`config.mk`:
```
export PLATFORM = sky130hd
export DESIGN_NAME = xxh_front
export DESIGN_NICKNAME = d
export VERILOG_FILES = /design/src/rtl/assert_macros.svh /design/src/rtl/xxh_pkg.sv /design/src/rtl/xxh_front.sv
export SDC_FILE = /design/constraint.sdc
export NUM_CORES = 1
export LEC_CHECK = 0
export ABC_AREA = 1
export BUFFER_PORTS_ARGS = -buffer_cell sky130_fd_sc_hd__clkbuf_2
export CAP_MARGIN = 25
export CORE_MARGIN = 1
export CORE_UTILIZATION = 28
export DETAILED_ROUTE_END_ITERATION = 12
export GPL_ROUTABILITY_DRIVEN = 0
export SYNTH_ARGS = -nofsm -noshare
export SYNTH_HDL_FRONTEND = slang
export SYNTH_SLANG_ARGS = --single-unit
export TNS_END_PERCENT = 100
```
`constraint.sdc`:
```
create_clock -name clk -period 11.2 [get_ports clk]
set_clock_uncertainty 0.1 [all_clocks]
set_input_delay 1.12 -clock clk [delete_from_list [all_inputs] [get_ports clk]]
set_output_delay 1.12 -clock clk [all_outputs]
set_load 0.02 [all_outputs]
```
`src/rtl/assert_macros.svh`:
```
// Assertion macros shared by the RTL of the xxHash64 block.
// No dependencies; included by files that carry concurrent assertions.
`ifndef ASSERT_MACROS_SVH
`define ASSERT_MACROS_SVH

// Same-cycle implication, checked on every rising clock edge outside reset.
`define ASSERT_SAME(label, clk, rst, ante, cons, msg) \
  label: assert property (@(posedge clk) disable iff (rst) (ante) |-> (cons)) else $error(msg);

// Next-cycle implication, checked on every rising clock edge outside reset.
`define ASSERT_NEXT(label, clk, rst, ante, cons, msg) \
  label: assert property (@(posedge clk) disable iff (rst) (ante) |=> (cons)) else $error(msg);

`endif

```
`src/rtl/xxh_pkg.sv`:
```
// Package of the xxHash64 block: primes, job record and small helpers.
// No dependencies; used by the front, queue, back and top level.
package xxh_pkg;

  localparam logic [63:0] P1 = 64'h9E3779B185EBCA87;
  localparam logic [63:0] P2 = 64'hC2B2AE3D27D4EB4F;
  localparam logic [63:0] P3 = 64'h165667B19E3779F9;
  localparam logic [63:0] P4 = 64'h85EBCA77C2B2AE63;
  localparam logic [63:0] P5 = 64'h27D4EB2F165667C5;

  // One unit of work for the back part: an optional full stripe and an
  // optional end of message with the tail bytes that remain.
  typedef struct packed {
    logic         has_stripe;
    logic         is_last;
    logic [255:0] stripe;
    logic [255:0] tail;
    logic [4:0]   rem;
    logic [63:0]  length;
  } job_t;

  function automatic logic [63:0] rotl(input logic [63:0] x, input int unsigned r);
    rotl = (x << r) | (x >> (64 - r));
  endfunction

  function automatic logic [63:0] lane_init(input logic [63:0] s, input logic [1:0] i);
    logic [63:0] v;
    case (i)
      2'd0:    v = s + P1 + P2;
      2'd1:    v = s + P2;
      2'd2:    v = s;
      default: v = s - P1;
    endcase
    lane_init = v;
  endfunction

endpackage

```
`src/rtl/xxh_front.sv`:
```
// Front part: accepts message items, packs bytes into the stripe buffer and
// forms jobs for the back part. Depends on xxh_pkg.
module xxh_front (
  input  logic              clk,
  input  logic              rst,
  input  logic              accept,
  input  logic [63:0]       data_word,
  input  logic [3:0]        byte_count,
  input  logic              last,
  input  logic              restart,
  output logic              push,
  output xxh_pkg::job_t     job
);

  logic [7:0]  stripe_buf [32];
  logic [4:0]  fill;
  logic [63:0] len;

  logic [3:0]  cnt;
  logic [5:0]  sum;
  logic [7:0]  merged [32];
  logic [255:0] stripe_flat;
  logic [255:0] tail_flat;

  always_comb begin
    logic [4:0]  idx;
    logic        take;
    logic [63:0] sh;
    cnt = (byte_count > 4'd8) ? 4'd8 : byte_count;
    sum = {1'b0, fill} + {2'b00, cnt};
    for (int k = 0; k < 32; k++) begin
      idx  = 5'(k) - fill;
      take = idx < {1'b0, cnt};
      sh   = data_word >> {idx[2:0], 3'b000};
      merged[k] = take ? sh[7:0] : stripe_buf[k];
      // A byte that wrapped to the buffer start belongs to the next stripe.
      stripe_flat[8*k +: 8] = (take && (5'(k) >= fill)) ? sh[7:0] : stripe_buf[k];
      tail_flat[8*k +: 8]   = merged[k];
    end
  end

  assign push = accept && (sum[5] || last);

  always_comb begin
    job.has_stripe = sum[5];
    job.is_last    = last;
    job.stripe     = stripe_flat;
    job.tail       = tail_flat;
    job.rem        = sum[4:0];
    job.length     = len + {60'd0, cnt};
  end

  always_ff @(posedge clk) begin
    if (accept) begin
      for (int k = 0; k < 32; k++) begin
        stripe_buf[k] <= merged[k];
      end
    end
  end

  always_ff @(posedge clk) begin
    if (rst || restart) begin
      fill <= '0;
      len  <= '0;
    end else if (accept) begin
      fill <= last ? 5'd0 : sum[4:0];
      len  <= last ? 64'd0 : len + {60'd0, cnt};
    end
  end

endmodule

```
# Yosys cells after proc, flatten, opt, wreduce, memory -nomap -nowiden
# Memories as Yosys holds them, arrays and structs flattened.
# Cells that the tools add are included.
dict set report word_totals {
  reg_bits 69
  latchBits 0
  ram_bits 256
  mem_bits_ro 0
  in_bits 73
  out_inout_bits 584
  mem_count 1
}
# memory words width rd rd_ports_with_merged_regs write_ports line
set mem_list {}
lappend mem_list {stripe_buf 32 8 32 0 32 xxh_front.sv:15} ;# logic [7:0] stripe_buf [32];
dict set report op_classes {
  addsub 34
  n_mul 0
  div 0
  magnitude_cmp 65
  n_eq_ne 0
  shifts 32
  mux 69
  bitwise_logic 0
  reduce_logical 35
}
# operator count
set op_table {}
lappend op_table {{$shr 64x6->8} 32}
lappend op_table {{$mux 8} 64}
lappend op_table {{$lt 5x4->1} 32}
lappend op_table {{$ge 5x5->1 const A} 16}
lappend op_table {{$sub 5x5->5 const A} 16}
lappend op_table {{$add 64x4->64} 1}
lappend op_table {{$mux 64} 1}
lappend op_table {{$ge 4x5->1 const A} 8}
lappend op_table {{$sub 4x5->5 const A} 8}
lappend op_table {{$logic_and 1x1->1} 33}
lappend op_table {{$ge 3x5->1 const A} 4}
lappend op_table {{$sub 3x5->5 const A} 4}
lappend op_table {{$ge 1x5->1 const A} 2}
lappend op_table {{$ge 2x5->1 const A} 2}
lappend op_table {{$sub 1x5->5 const A} 2}
lappend op_table {{$sub 2x5->5 const A} 2}
lappend op_table {{$add 5x4->6} 1}
lappend op_table {{$mux 5} 1}
lappend op_table {{$gt 4x4->1 const B} 1}
lappend op_table {{$mux 4} 1}
lappend op_table {{$logic_or 1x1->1} 2}
lappend op_table {{$mux 1} 2}

# Logic depth before layout (Yosys ltp)
dict set report logic_depth {
  ltp_word 5
  mapped_depth 17
  mapped_depth_nobuf 15
}

# Worst setup path after synthesis
# No wires, ideal clock.
dict set report synth_timing {
  path_type {input -> output}
  start {input byte_count[3]}
  end {output job[573] (netlist bit)}
  arrival_ps 3589
  t_required_ps 9980
  slack_ps 6391
  cell_stages 13
  cell_sequence {inv_1 > a31oi_1 > nor2_1 > inv_1 > ha_1 > nand2_1 > o21ai_0 > inv_1 > nor2_1 > nor3_2 > clkbuf_1 > o21ai_0 > buf_4}
}
# element line
set synth_rtl {}
lappend synth_rtl {{start: declaration} xxh_front.sv:8} ;# input logic [3:0] byte_count,
lappend synth_rtl {{end: declaration} xxh_front.sv:12} ;# output xxh_pkg::job_t job

==> metrics.md <==
| Metric | Value |
|---|---|
| Via count | approximately 23000 |
| Final Total Pwr | 3.99 mW |
| Outcome | completed |
| Synth area leader | edfxtp_1 |
| Mean post-synth cell area | around 7.3 µm² |
| Gr usage total | 0.228 |
| Ys flop type | edfxtp_1 |
| Setup tns final | 0 ns |
| Power Density | 143 nW/µm² |
| CP endpoint kind | output port |
| Hold path start | len[2] |
| Vias in the first global route | around 21000 |
| # IOs | 657 |
| Mapped cell area | approximately 23000 µm² |
| TritonCTS clock tree | built |
| Placed cell count | around 4700 |
| Most crowded layer after global routing | met2 |
| Nets | approximately 3800 |
| First-pass GRT wire length | roughly 140 mm |
| Main area contributors after synthesis | edfxtp_1 34%, nand2_1 18%, o21ai_0 8.8% |
| Final hold vios | 0 |
| Die width | 286 µm |
| Routed wire length per instance | 20.5 µm |
| Largest net degree at the start of global routing | 84 |
| Post-Syn Instances | 3103 |
| Reg2Reg Depth | 10 |
| H-tree depth | 2 |
| Hold buffer count at cts | 0 |
| Number of CTS-inserted buffers | 42 |
| Remaining Overflow, GRT | 0 |
| Least-Margin Pin Slew | between 1 and 1.5 ns |
| Crit path launch | fill[1] |
| Initial Utilization | 0.284 |
| Critical path arrival | between 6 and 7 ns |
| Period utilization | 0.688 |
| DRC Markers | 0 |
| Bufs on Longest Clock Path | 3 |
| ANT cells | 0 |
| Maximum vdd ir drop | around 0.00009 V |
| R2R setup slack | around 5.8 ns |
| Net count after synthesis | approximately 3200 |
| Yosys top cell area share | 0.341 |
| Area Overhead vs Synth | 24.2% |
| R2r endpoint | stripe_buf[1][117] |
| Final min period | between 7 and 8 ns |
| Final Max Tran Viols | 0 |
| Lkg Pwr | roughly 12 nW |
| Post-route ant nets | 0 |
| RSZ-0062 raised after global routing | false |
| Clock Sinks | between 300 and 400 |
| Die Height | approximately 290 µm |
| Sequential share of the synthesized area | 0.403 |
| Clk_lat worst skew | ~0.6 ns |
| Yosys warnings | 0 |
| Cell Count, Final, Fillers Out | roughly 4800 |
| M3 GR Usage | 0.0472 |
| Seq cells post-synth | 325 |
| Final worst slack | roughly 3.5 ns |
| FMAX | 130 MHz |
| # resized after CTS | 0 |
| Post-CTS Setup Repair Bufs | 0 |
| Req. time, crit path | 9.98 ns |
| Initial antenna violation count | 1 |
| GR Layer Usage met2 | 0.398 |
| HPWL after detailed placement | 77.3 mm |
| CP Class | reg2out |
| Initial DRC count | about 2400 |
| Worst-path fanout max | 48 |
| Worst hold path type | reg2reg |
| # rows | about 100 |
| Core area | roughly 79000 µm² |
| Setup Viol. Count Final | 0 |
| Routed WL | 97.6 mm |
| Fraction of layout cells with a size suffix above 1 | 0.227 |
| First-pass DRT Iterations | 5 |
| Cell variety after synth | 51 |
| Worst r2r src | fill[1] |
| Worst Setup EP | job[570] |
| Fillers | ~8500 |
| Maxcap violations | 0 |
| Relative slew slack | 0.293 |
| Die area | 81500 µm² |
| Pre-CTS WS | between 4 and 5 ns |
| Clock root buffer | clkbuf_16 |
| Post-synth EDFFs | 256 |
| Met1 Usage GRT | 0.277 |
| Critical Path Start Type | register |
| Number of port buffers | 656 |
| Vias/cell | 4.92 |
| Reg clk slew, reported paths | ~0.060 ns |
| Asr flop ratio synth | 0 |
| Hold Worst Slack | ~0.37 ns |
==> worst max-delay path, cell delays in order (launching register included) <==
cell and delay, ns:
dfxtp_2 0.91, inv_2 0.50, ha_1 1.02, inv_1 0.64
ha_1 0.46, a21oi_1 0.21, o21bai_1 0.23, a21oi_1 0.22
and2_1 0.52, nand2_2 0.31, o21ai_0 0.57, clkbuf_2 0.28
==> synth_stat cells (all sizes together), types with 9 or more instances <==
library cell / instances
nand3: 105
ha: 60
nand4: 12
and2: 12
xor2: 25
nor3: 15
nand2: 1075
dfxtp: 69
edfxtp: 256
inv: 317
clkbuf: 71
buf: 71
nor2: 177
o21ai: 521
a211oi: 9
o21a: 116
xnor2: 23
a21oi: 117
==> sequential cells by signal, indices dropped and copies added (netlist names) <==
signal / cells
fill: 5
len: 64
stripe_buf: 256
==> final cells by class <==
type	instances	area, µm²	area share
clock buffers	56	1130	0.0406
clock inverters	22	188	0.00671
inverters	319	1200	0.0429
flip-flops and latches	325	9070	0.324
well taps	1050	1310	0.0470
multi-input cells	2317	11600	0.414
repair buffers	680	3490	0.125
==> per-layer routing <==
layer,wire (µm),share of wire
met3,7770,0.080
met5,11,0.00011
met1,39100,0.40
met2,47200,0.48
met4,3470,0.036
==> placed cells by master (no fill, tap or decap), types with 100 or more instances in the layout <==
master / n
a21oi_1: 116
o21ai_0: 394
nand2_1: 1065
o21ai_1: 100
nor2_1: 164
inv_1: 291
edfxtp_1: 256
nand3_1: 104
clkbuf_2: 655
o21a_1: 116
==> where the power goes <==
group	switching (mW)	internal [mW]	total, mW
combinational	0.867	0.315	1.18
sequential	0.0380	1.42	1.46
clock	0.583	0.765	1.35
==> stage by stage <==
step	area, µm²	utilization
floorplan	22500	-
global placement	26600	0.336
detailed placement	26600	0.336
CTS	27900	0.353
global route	28000	0.353
finish	28000	0.353
==> how the worst min path moves through the flow <==
stage,endpoint,slack (ns),depth (start not counted)
detailed placement,len[3],0.36,2
global placement,len[0],0.36,2
finish,len[2],0.37,2
global route,len[2],0.40,2
CTS,len[3],0.37,2
floorplan,len[3],0.35,2
==> logic make-up after synthesis <==
logic type / after synthesis / synth area share
buf+inv: 461 / 0.0839
simple gates: 1408 / 0.252
fa+ha+maj: 62 / 0.0351
flops: 325 / 0.403
mux: 8 / 0.00356
compound gates: 791 / 0.203
xor+xnor: 48 / 0.0197
Power figures use the tool's default switching activity.
