`config.mk`:
```
export PLATFORM = sky130hd
export DESIGN_NAME = xxh_fifo
export DESIGN_NICKNAME = d
export VERILOG_FILES = /design/src/rtl/assert_macros.svh /design/src/rtl/xxh_pkg.sv /design/src/rtl/xxh_fifo.sv
export SDC_FILE = /design/constraint.sdc
export NUM_CORES = 1
export LEC_CHECK = 0
export BUFFER_PORTS_ARGS = -buffer_cell sky130_fd_sc_hd__buf_4
export CORE_AREA = 5 5 450 452
export DETAILED_ROUTE_END_ITERATION = 12
export DIE_AREA = 0 0 455 457
export GPL_TIMING_DRIVEN = 0
export PLACE_DENSITY_LB_ADDON = 0.1
export REMOVE_ABC_BUFFERS = 1
export SYNTH_ARGS = -nofsm -noshare
export SYNTH_HDL_FRONTEND = slang
export SYNTH_SLANG_ARGS = --single-unit
```
`constraint.sdc`:
```
create_clock -name clk -period 36.8 [get_ports clk]
set_input_delay 1.84 -clock clk [delete_from_list [all_inputs] [get_ports clk]]
set_output_delay 1.84 -clock clk [all_outputs]
set_load 0.01 [all_outputs]
```
`src/rtl/assert_macros.svh`:
```
// Assertion macros shared by the RTL of the xxHash64 block.
// No dependencies; included by files that carry concurrent assertions.
`ifndef ASSERT_MACROS_SVH
`define ASSERT_MACROS_SVH

// Same-cycle implication, checked on every rising clock edge outside reset.
`define ASSERT_SAME(label, clk, rst, ante, cons, msg) \
  label: assert property (@(posedge clk) disable iff (rst) (ante) |-> (cons)) else $error(msg);

// Next-cycle implication, checked on every rising clock edge outside reset.
`define ASSERT_NEXT(label, clk, rst, ante, cons, msg) \
  label: assert property (@(posedge clk) disable iff (rst) (ante) |=> (cons)) else $error(msg);

`endif

```
`src/rtl/xxh_pkg.sv`:
```
// Package of the xxHash64 block: primes, job record and small helpers.
// No dependencies; used by the front, queue, back and top level.
package xxh_pkg;

  localparam logic [63:0] P1 = 64'h9E3779B185EBCA87;
  localparam logic [63:0] P2 = 64'hC2B2AE3D27D4EB4F;
  localparam logic [63:0] P3 = 64'h165667B19E3779F9;
  localparam logic [63:0] P4 = 64'h85EBCA77C2B2AE63;
  localparam logic [63:0] P5 = 64'h27D4EB2F165667C5;

  // One unit of work for the back part: an optional full stripe and an
  // optional end of message with the tail bytes that remain.
  typedef struct packed {
    logic         has_stripe;
    logic         is_last;
    logic [255:0] stripe;
    logic [255:0] tail;
    logic [4:0]   rem;
    logic [63:0]  length;
  } job_t;

  function automatic logic [63:0] rotl(input logic [63:0] x, input int unsigned r);
    rotl = (x << r) | (x >> (64 - r));
  endfunction

  function automatic logic [63:0] lane_init(input logic [63:0] s, input logic [1:0] i);
    logic [63:0] v;
    case (i)
      2'd0:    v = s + P1 + P2;
      2'd1:    v = s + P2;
      2'd2:    v = s;
      default: v = s - P1;
    endcase
    lane_init = v;
  endfunction

endpackage

```
`src/rtl/xxh_fifo.sv`:
```
// Two-entry job queue between the front and back parts.
// Depends on xxh_pkg for the job record.
module xxh_fifo (
  input  logic          clk,
  input  logic          rst,
  input  logic          push,
  input  xxh_pkg::job_t wdata,
  input  logic          pop,
  output xxh_pkg::job_t rdata,
  output logic          full,
  output logic          empty
);

  xxh_pkg::job_t entries [2];
  logic          wr_ptr;
  logic          rd_ptr;
  logic [1:0]    count;

  assign full  = count == 2'd2;
  assign empty = count == 2'd0;
  assign rdata = entries[rd_ptr];

  always_ff @(posedge clk) begin
    if (push) begin
      entries[wr_ptr] <= wdata;
    end
  end

  always_ff @(posedge clk) begin
    if (rst) begin
      wr_ptr <= 1'b0;
      rd_ptr <= 1'b0;
      count  <= '0;
    end else begin
      if (push) wr_ptr <= ~wr_ptr;
      if (pop) rd_ptr <= ~rd_ptr;
      count <= count + {1'b0, push} - {1'b0, pop};
    end
  end

endmodule

```
# After elaboration in Yosys (flattened, before gate mapping)
# Memory sizes are Yosys's and may differ from the RTL's. A register that Yosys moved wholly into a read port is not among the register bits.
# Index checks and enable logic that the tools add are counted.
# W data, S select, Z words.
# totals
reg_bits	4
mem_bits_rw	1166
elab_cells	14
n_memories	1
# mem_list
name	words	width	rd	rd_ports_with_merged_regs	write_ports	line	source
entries	2	583	1	1	1	xxh_fifo.sv:14	xxh_pkg::job_t entries [2];
# op_classes
addsub	2
eq_ne	1
mux	4
bitwise	2
reduce_logical	1
# ops
op	n
$mux W1	4
$add A2 B1 Y2	1
$eq A2 B2 Y1 const B	1
$logic_not A2 Y1	1
$not A1 Y1	2
$sub A2 B1 Y2	1

# Longest topological paths before layout
# Gate-level depths: netlist of the first run.
# depth
depth_word	3
depth_mapped	6

# Worst setup path after synthesis of the first run
# No wires, ideal clock.
# synth_timing
path_type	input -> register
start	input port push
end	memory entries[0][0] (netlist name), enable pin
setup_ps	1614
arrival_ps	26823
required_time_ps	35186
slack_ps	8363
stages	1
n_path_buf	0
cell_sequence	nor2b_1
# synth_between
elab_chain_len	2
# synth_rtl
element	line	source
start: declaration	xxh_fifo.sv:6	input logic push,
$mux W1	xxh_fifo.sv:24	if (push) begin
$mux W1 (implied by the code)	xxh_fifo.sv:25	entries[wr_ptr] <= wdata;
end: declaration	xxh_fifo.sv:14	
# No other way between the ends.

==> impl_metrics.ini, run 1 <==
[place]
numPortBuffers = 1171
detailed_place_hpwl_um = 107000
dpl-instance-area_mm2 = 0.0550
globalplace.congestion = 0.798

[worst_setup_path]
start_kind = register
end_kind = primary output
crit_chain = buf_16, buf_16, buf_16, buf_16, mux2_2, buf_4
setup.reg_to_reg.worst_slack_ns = 34.11
timing.critical_path.required_ns = 34.96
worst-r2r-cell-count = 7
worstReg2RegEnd = entries[0][168]$_DFFE_PP_
critPathMaxStageDelay_ns = 0.59
worst_ep_arrival_time_ns = 3.37
crit_path_max_fanout = 62
kind_of_cell_adding_the_most_delay_to_the_critical_path = buffers and inverters
crit_slowest_cell = dfxtp_4
worstPathBufferInverterCount = 5
worstReg2RegStart = wr_ptr$_SDFFE_PP0P_
worst_path_most_repeated_cell = buf_16
setup.worst_path.class = register to primary output

[timing]
worst_clock_skew_ns = 0.0261
finalCriticalPeriod_ns = 5.21
slew_headroom_pct = 47.5
period_share_pct = 14.2
timing.final.setup_violations = 0
timing_max_transition_violations_final = 0
report.final.hold_viol_count = 0
clock.fmax_mhz = 192
fin_hold_ws_ns = 0.523
worstMarginPinSlew_ns = 0.786
rsz_0062_raised_after_global_routing = no

[drt]
drt_drc_violations_left = 0
drtPass1Iterations = 4
route.antenna.remaining_nets = 0
dr_total_vias = 22400
via_per_inst = 3.77
route.detailed.wl_per_inst_um = 23.9
drt_first_iter_violations = 964
route.final.wire_length_um = 142000

[layout]
layout-drive-gt1-share_pct = 61.4
nets = 3722
ff_latch_area_mm2 = 0.0351
multi_input_comb_area_mm2 = 0.00668
synthToLayoutAreaGrowth_pct = 40.2
fillerInstances = 19800
post-route-cell-area_mm2 = 0.0596

[min_path]
holdCritPathClass = register to register
startpoint_of_the_lowest_slack_hold_path = rd_ptr$_SDFFE_PP0P_
timing.hold.worst_path_depth = 2

[yosys]
synth_top_cells_by_area = edfxtp_1 (82%), mux2_2 (15%), buf_6 (1.7%)
syn-instance-count = 1835
dominantRegCellSynth = edfxtp_1
yosysWarnings = 0
synth_sequential_area_ratio_pct = 82.6
async_flop_share_pct = 0
netlist_area_mm2 = 0.0425
synthDistinctLibCells = 12
post-synth-top-area-fraction_pct = 82.3
synthTopCellsByCount = edfxtp_1 (1,166), mux2_2 (583), buf_6 (64)
syn_avg_cell_area_um2 = 23.2
ys_ff_latch = 1171
synthDominantAreaCellType = edfxtp_1
synth_most_common_cell = edfxtp_1
number_of_enable_type_register_cells_in_the_synthesized_netlist = 1166

[clocking]
cts_buffer_depth = 3
htreeDepth = 4
later_pin_clock_latency_in_the_skew_report_ns = 0.77
cts-hold-fix-buffers = 0
clock_sink_count = 1171
tritoncts = built
count_of_cells_resized_by_post_cts_repair = 0
cts_inserted_buffers = 145
clk_pin_slew_worst_paths_ns = 0.05
clock_tree.root_cell = clkbuf_16
count_of_buffers_added_by_post_cts_timing_repair_for_setup = 0

[global_routing]
grt_antenna_before_repair = 41
via_count_of_the_first_global_routing_pass = 24700
grt_max_degree = 63
grt_pass1_wl_um = 191000
global_route.usage.total_pct = 13.0
global_route.overflow_total = 0

[power]
power.ir.vdd_worst_mv = 0.0370
power.static_leakage_nw = 21.5
power.density_cell_area_mw_per_mm2 = 56.4

[floorplanning]
die-area_mm2 = 0.208
coreArea_mm2 = 0.198
initial_utilization_pct = 21.4
placementRows = 164
die_span_y_um = 457
dieWidth_um = 455
ports_placed_on_the_boundary = 1172

[run_status]
status = completed

[flow_run]
drv_cap = 0
==> routing by layer <==
metal,up-vias,track usage (%),share of wire [%]
li1,10000,-,-
met1,11300,13.1,35
met2,839,22.8,51
met3,233,6.06,10
met4,12,6.05,4.2
met5,-,0,0.057
==> cells in the final DEF (no fill, tap or decap), drive strengths merged <==
master	count
inv	12
clkinvlp	3
nor2	5
xnor2	2
bufinv	7
xnor3	1
mux2	583
nor2b	3
and2	1
clkinv	62
buf	1216
dfxtp	5
ha	2
diode	26
edfxtp	1166
clkbuf	182
==> kinds of logic (layout without fill, tap and decap cells) <==
kind of cell / Yosys count / count (layout) / share of synthesized area [%]
xor gates and xnor gates: 3 / 3 / 0.0942
muxes: 583 / 583 / 15.4
DFF: 1171 / 1171 / 82.6
and+or+nand+nor: 9 / 9 / 0.103
adders and majority gates: 2 / 2 / 0.0588
other: 0 / 26 / 0
buffers and inverters: 67 / 1482 / 1.72
==> report_power, final <==
part	switching (mW)	internal, mW
Combinational	0.219	0.214
Sequential	0.0161	1.56
Clock	0.560	0.793
Total	0.796	2.57
==> tightest hold or removal path, stage by stage, from the launching register on <==
cell and delay, ns:
dfxtp_1 0.33, xnor2_1 0.09, nor2_1 0.07
==> registers in the layout, indices dropped and copies added (netlist names), named ones only <==
name     cells
entries   1166
count        2
rd_ptr       1
wr_ptr       1
==> layout make-up <==
cell class | count | share of cell area (%)
Sequential cell | 1171 | 58.9
Timing Repair Buffer | 1216 | 16.6
Multi-Input combinational cell | 597 | 11.2
Clock buffer | 182 | 6.46
Tap cell | 2656 | 5.58
Clock inverter | 82 | 1.13
Antenna cell | 26 | 0.109
Inverter | 2 | 0.0126
==> worst max-delay path by stage <==
stage | from | endpoint | cells past startpoint
6_report | register | rdata[328] | 6
5_1_grt | register | rdata[328] | 6
4_1_cts | register | rdata[105] | 6
3_5_place_dp | register | rdata[105] | 6
3_3_place_gp | push | entries[0][252]$_DFFE_PP_ | 2
2_1_floorplan | push | entries[0][0]$_DFFE_PP_ | 1
==> per-stage QoR <==
step / total power, mW / worst slack (ns) / std cells / TNS [ns] / util (%)
2_1_floorplan: 1.89 / 8.36 / 1770 / 0 / -
3_3_place_gp: 2.25 / -10.88 / 5597 / -6284.09 / 27.2
3_5_place_dp: 2.05 / 32.26 / 5642 / 0 / 27.7
4_1_cts: 3.44 / 31.37 / 5906 / 0 / 30.0
5_1_grt: 3.52 / 31.31 / 5922 / 0 / 30.0
6_report: 3.36 / 31.59 / 5932 / 0 / 30.0
(Power assumes the default switching activity.)
==> run 2, diff against run 1 <==
==> constraint.sdc (replaced) <==
create_clock -name clk -period 5.25 [get_ports clk]
set_input_delay 0.2625 -clock clk [delete_from_list [all_inputs] [get_ports clk]]
set_output_delay 0.2625 -clock clk [all_outputs]
set_load 0.01 [all_outputs]
==> impl_metrics.ini, run 2 (synthesized netlist as in run 1, its figures left out) <==
[timing]
rsz_0062_raised_after_global_routing = no
clock.fmax_mhz = 274
timing_max_transition_violations_final = 0
setup-tns-final_ns = 0
finalCriticalPeriod_ns = 3.65
worst_clock_skew_ns = 0.0319
slew_headroom_pct = 47.4
timing.final.setup_violations = 0
period_share_pct = 69.5
worstMarginPinSlew_ns = 0.787
report.final.hold_viol_count = 0

[worst_setup_path]
setup.reg_to_reg.worst_slack_ns = 2.55
worstReg2RegEnd = entries[0][168]$_DFFE_PP_
worst-r2r-cell-count = 7
worst_ep_arrival_time_ns = 3.39
crit_path_max_fanout = 62
worstReg2RegStart = wr_ptr$_SDFFE_PP0P_
setup.worst_path.class = register to primary output
crit_end = rdata[328]
timing.critical_path.required_ns = 4.99
start_kind = register
end_kind = primary output

[layout]
mostFrequentLayoutCells = buf_4 (1,171), edfxtp_1 (1,166), dlygate4sd3_1 (588)
post-route-cell-area_mm2 = 0.0655
nets = 4310
finalCoreUtilization_pct = 33.0
layout-drive-gt1-share_pct = 52.0
leading_registers_by_flop_count = entries x1166, count x2
most_common_library_cell_in_the_layout_ignoring_fill_and_taps = buf_4
number_of_flip_flops_in_the_largest_register = 1166
synthToLayoutAreaGrowth_pct = 54.0
regMostFlops = entries

[floorplanning]
placementRows = 164
dieWidth_um = 455
coreArea_mm2 = 0.198
initial_utilization_pct = 21.4
die_span_y_um = 457
die-area_mm2 = 0.208
ports_placed_on_the_boundary = 1172

[clocking]
cts_inserted_buffers = 145
htreeDepth = 4
cts_buffer_depth = 3
later_pin_clock_latency_in_the_skew_report_ns = 0.78
tritoncts = built
clock_sink_count = 1171
count_of_buffers_added_by_post_cts_timing_repair_for_setup = 0
clock_tree.root_cell = clkbuf_16
clk_pin_slew_worst_paths_ns = 0.06
count_of_cells_resized_by_post_cts_repair = 0

[drt]
via_per_inst = 3.76
route.final.wire_length_um = 144000
drtPass1Iterations = 5
dr_total_vias = 24500
route.antenna.remaining_nets = 0
drt_first_iter_violations = 1037
route.detailed.wl_per_inst_um = 22.0
drt_drc_violations_left = 0

[power]
intPower_mw = 18.3
comb_power_share_pct = 14.4
report.power.total_mw = 24.0
power.static_leakage_nw = 24.0
power.density_cell_area_mw_per_mm2 = 367
power.switching_fraction_pct = 23.9
power.ir.vdd_worst_mv = 0.268
clkPwrFrac_pct = 39.6
p_sw_mw = 5.74
share_seq_of_total_power_pct = 46.0

[global_routing]
grt_pass1_wl_um = 198000
via_count_of_the_first_global_routing_pass = 27600
global_route.overflow_total = 0
global_route.usage.total_pct = 13.3
grt_max_degree = 63
grt_antenna_before_repair = 34

[min_path]
timing.hold.worst_path_depth = 2
holdCritPathClass = input pin to register

[place]
detailed_place_hpwl_um = 107000
dpl-instance-area_mm2 = 0.0550
numPortBuffers = 1171
globalplace.congestion = 0.798

[flow_run]
drv_cap = 0

[run_status]
status = completed
==> run 2: cell count changes in the layout (fill, tap and decap cells not counted), sizes merged <==
cell | previous run | this run
diode | 26 | 30
dlygate4sd3 | 0 | 588
==> run 2: how the worst min path moves through the flow <==
stage	end	startpoint
floorplan	count[0]$_SDFF_PP0_	rst
global placement	entries[0][501]$_DFFE_PP_	wdata[501]
detailed placement	entries[1][140]$_DFFE_PP_	wdata[140]
CTS	entries[0][335]$_DFFE_PP_	wdata[335]
global route	entries[1][560]$_DFFE_PP_	wdata[560]
finish	entries[0][322]$_DFFE_PP_	wdata[322]
==> run 2: critical path, stage by stage (launching register included) <==
cell and delay [ns]:
dfxtp_4 0.59, buf_16 0.30, buf_16 0.32, buf_16 0.34, buf_16 0.34, mux2_2 0.43, buf_4 0.17
==> run 2: area by class of cell <==
type	count	area, um^2
antenna	30	75.1
clock buffer	182	3850
clock inverter	82	673
fill	19500	133000
inverter	2	7.51
multi-input combinational	597	6680
sequential	1171	35100
tap	2656	3320
timing repair buffer	1804	15800
==> run 2: power groups by stage <==
stage / Clock [mW] / Combinational [mW] / Sequential, mW
2_1_floorplan: 0 / 1.43 / 11.8
5_1_grt: 10.3 / 3.69 / 11.1
3_3_place_gp: 0 / 3.36 / 12.1
3_5_place_dp: 0 / 3.13 / 11.2
6_report: 9.51 / 3.46 / 11.0
4_1_cts: 9.95 / 3.57 / 11.0
==> run 2: timing repair <==
action,CTS,global route
endpoints found under the setup margin,0,0
hold buffers,588,0
hold endpoints to repair,1189,0
==> run 2: metal layers <==
metal	vias up	wire length, um	GRT usage, %
met4	0	7550	6.56
met5	-	0	0
met2	875	71300	23.0
met3	261	11900	4.87
met1	12200	53000	14.2
li1	11200	-	-
==> run 2: metrics by stage <==
stage	cells	hold WS [ns]	setup slack (ns)
6_report	6524	0.214	1.60
5_1_grt	6513	0.125	1.33
4_1_cts	6494	0.102	1.39
3_5_place_dp	5642	0.450	2.29
3_3_place_gp	5597	0.447	-41.04
2_1_floorplan	1770	0.334	-22.34
==> run 3, diff against run 2 <==
==> constraint.sdc (replaced) <==
create_clock -name clk -period 3.5 [get_ports clk]
set_input_delay 0.175 -clock clk [delete_from_list [all_inputs] [get_ports clk]]
set_output_delay 0.175 -clock clk [all_outputs]
set_load 0.01 [all_outputs]
==> impl_metrics.ini, run 3 (synthesized netlist as in run 1, its figures left out) <==
[run_status]
status = completed

[drt]
route.detailed.wl_per_inst_um = 22.2
drtPass1Iterations = 5
drt_drc_violations_left = 0
dr_total_vias = 24600
route.antenna.remaining_nets = 0
route.final.wire_length_um = 145000
drt_first_iter_violations = 1052
via_per_inst = 3.77

[timing]
report.final.hold_viol_count = 0
postLayoutSetupSlackWorst_ns = 0.256
slew_headroom_pct = 47.6
timing_max_transition_violations_final = 0
clock.fmax_mhz = 308
finalCriticalPeriod_ns = 3.24
worst_clock_skew_ns = 0.0292
rsz_0062_raised_after_global_routing = no
timing.final.setup_violations = 0
worstMarginPinSlew_ns = 0.785
setup-tns-final_ns = 0
period_share_pct = 92.7

[worst_setup_path]
crit_chain = buf_16, buf_16, buf_16, bufbuf_16, mux2_2, buf_4
worst_ep_arrival_time_ns = 3.07
crit_slowest_cell = dfxtp_4
crit_path_max_fanout = 31
kind_of_cell_adding_the_most_delay_to_the_critical_path = buffers and inverters
setup.worst_path.class = register to primary output
worstPathBufferInverterCount = 5
start_kind = register
timing.critical_path.required_ns = 3.32
worst_path_most_repeated_cell = buf_16
critPathMaxStageDelay_ns = 0.55
end_kind = primary output

[layout]
leading_registers_by_flop_count = entries x1166, count x2
number_of_flip_flops_in_the_largest_register = 1166
regMostFlops = entries
most_common_library_cell_in_the_layout_ignoring_fill_and_taps = buf_4
ff_latch_area_mm2 = 0.0351
multi_input_comb_area_mm2 = 0.00668
mostFrequentLayoutCells = buf_4 (1,171), edfxtp_1 (1,166), dlygate4sd3_1 (588)
synthToLayoutAreaGrowth_pct = 54.3
layout-drive-gt1-share_pct = 52.1
nets = 4315
finalCoreUtilization_pct = 33.1
fillerInstances = 19500

[place]
pre_cts_worst_setup_slack_ns = 0.624
detailed_place_hpwl_um = 107000
numPortBuffers = 1171
globalplace.congestion = 0.798

[floorplanning]
coreArea_mm2 = 0.198
die_span_y_um = 457
ports_placed_on_the_boundary = 1172
initial_utilization_pct = 21.4
dieWidth_um = 455
die-area_mm2 = 0.208
placementRows = 164

[global_routing]
grt_antenna_before_repair = 34
global_route.usage.total_pct = 13.4
grt_max_degree = 63
via_count_of_the_first_global_routing_pass = 27600
grt_pass1_wl_um = 200000
global_route.overflow_total = 0

[clocking]
clk_pin_slew_worst_paths_ns = 0.06
cts_inserted_buffers = 145
clock_sink_count = 1171
htreeDepth = 4
tritoncts = built
later_pin_clock_latency_in_the_skew_report_ns = 0.78
cts_buffer_depth = 3
clock_tree.root_cell = clkbuf_16
count_of_cells_resized_by_post_cts_repair = 0

[power]
power.ir.vdd_worst_mv = 0.402
power.static_leakage_nw = 24.1
power.density_cell_area_mw_per_mm2 = 550
report.power.total_mw = 36.1

[flow_run]
drv_cap = 0

[min_path]
holdCritPathClass = input pin to register
==> run 3: cell types whose count changed in the layout (fill, tap and decap cells not counted), sizes merged <==
cell    previous run  this run
buf             1216      1217
diode             30        29
clkbuf           182       183
bufbuf             0         3
==> run 3: worst register-to-register path, cell delays in order, from the launching register on <==
cell	delay (ns)
dfxtp_1	0.35
nor2b_4	0.64
buf_12	0.27
buf_12	0.23
buf_16	0.21
buf_12	0.23
buf_16	0.21
buf_12	0.23
==> run 3: worst paths after layout <==
check | start | cells past startpoint | to | slack (ns)
setup / recovery | register | 6 | rdata[551] | 0.26
hold / removal | wdata[322] | 2 | entries[0][322]$_DFFE_PP_ | 0.13
setup reg to reg | wr_ptr$_SDFFE_PP0P_ | 7 | entries[0][168]$_DFFE_PP_ | 0.80
hold reg to reg | rd_ptr$_SDFFE_PP0P_ | 2 | rd_ptr$_SDFFE_PP0P_ | 0.54
==> run 3: area by class of cell <==
cell class / count / share of cell area [%]
Tap cell: 2656 / 5.06
Clock inverter: 82 / 1.03
Clock buffer: 182 / 5.87
Inverter: 2 / 0.0114
Sequential cell: 1171 / 53.5
Timing Repair Buffer: 1809 / 24.2
Multi-Input combinational cell: 597 / 10.2
Antenna cell: 29 / 0.111
==> run 3: repair_timing <==
| action | in CTS | in global routing |
|---|---|---|
| gates cloned | 3 | 1 |
| hold buffers | 588 | 0 |
| buffers inserted | 1 | 0 |
| endpoints found under the setup margin | 62 | 12 |
| endpoints found under the hold margin | 1189 | 0 |
==> run 3: metal layers <==
| metal | part of all wire, % | GRT usage [%] | vias up |
|---|---|---|---|
| met3 | 8.0 | 4.88 | 262 |
| met2 | 50 | 23.1 | 857 |
| met5 | 0.0048 | 0 | - |
| met1 | 37 | 14.4 | 12300 |
| li1 | - | - | 11200 |
| met4 | 5.2 | 6.56 | 2 |
==> run 3: through the flow <==
stage	instances	hold slack [ns]	cell area, um^2
after floorplan	1770	0.247	41800
after global placement	5597	0.359	53900
after detailed placement	5642	0.363	55000
after CTS	6498	0.0146	65500
after global routing	6518	0.0373	65600
final	6528	0.126	65600
==> run 3: power breakdown <==
group / total, mW / internal (mW) / switching [mW]
combinational: 5.25 / 2.72 / 2.53
clock: 14.3 / 8.34 / 5.94
sequential: 16.6 / 16.4 / 0.168
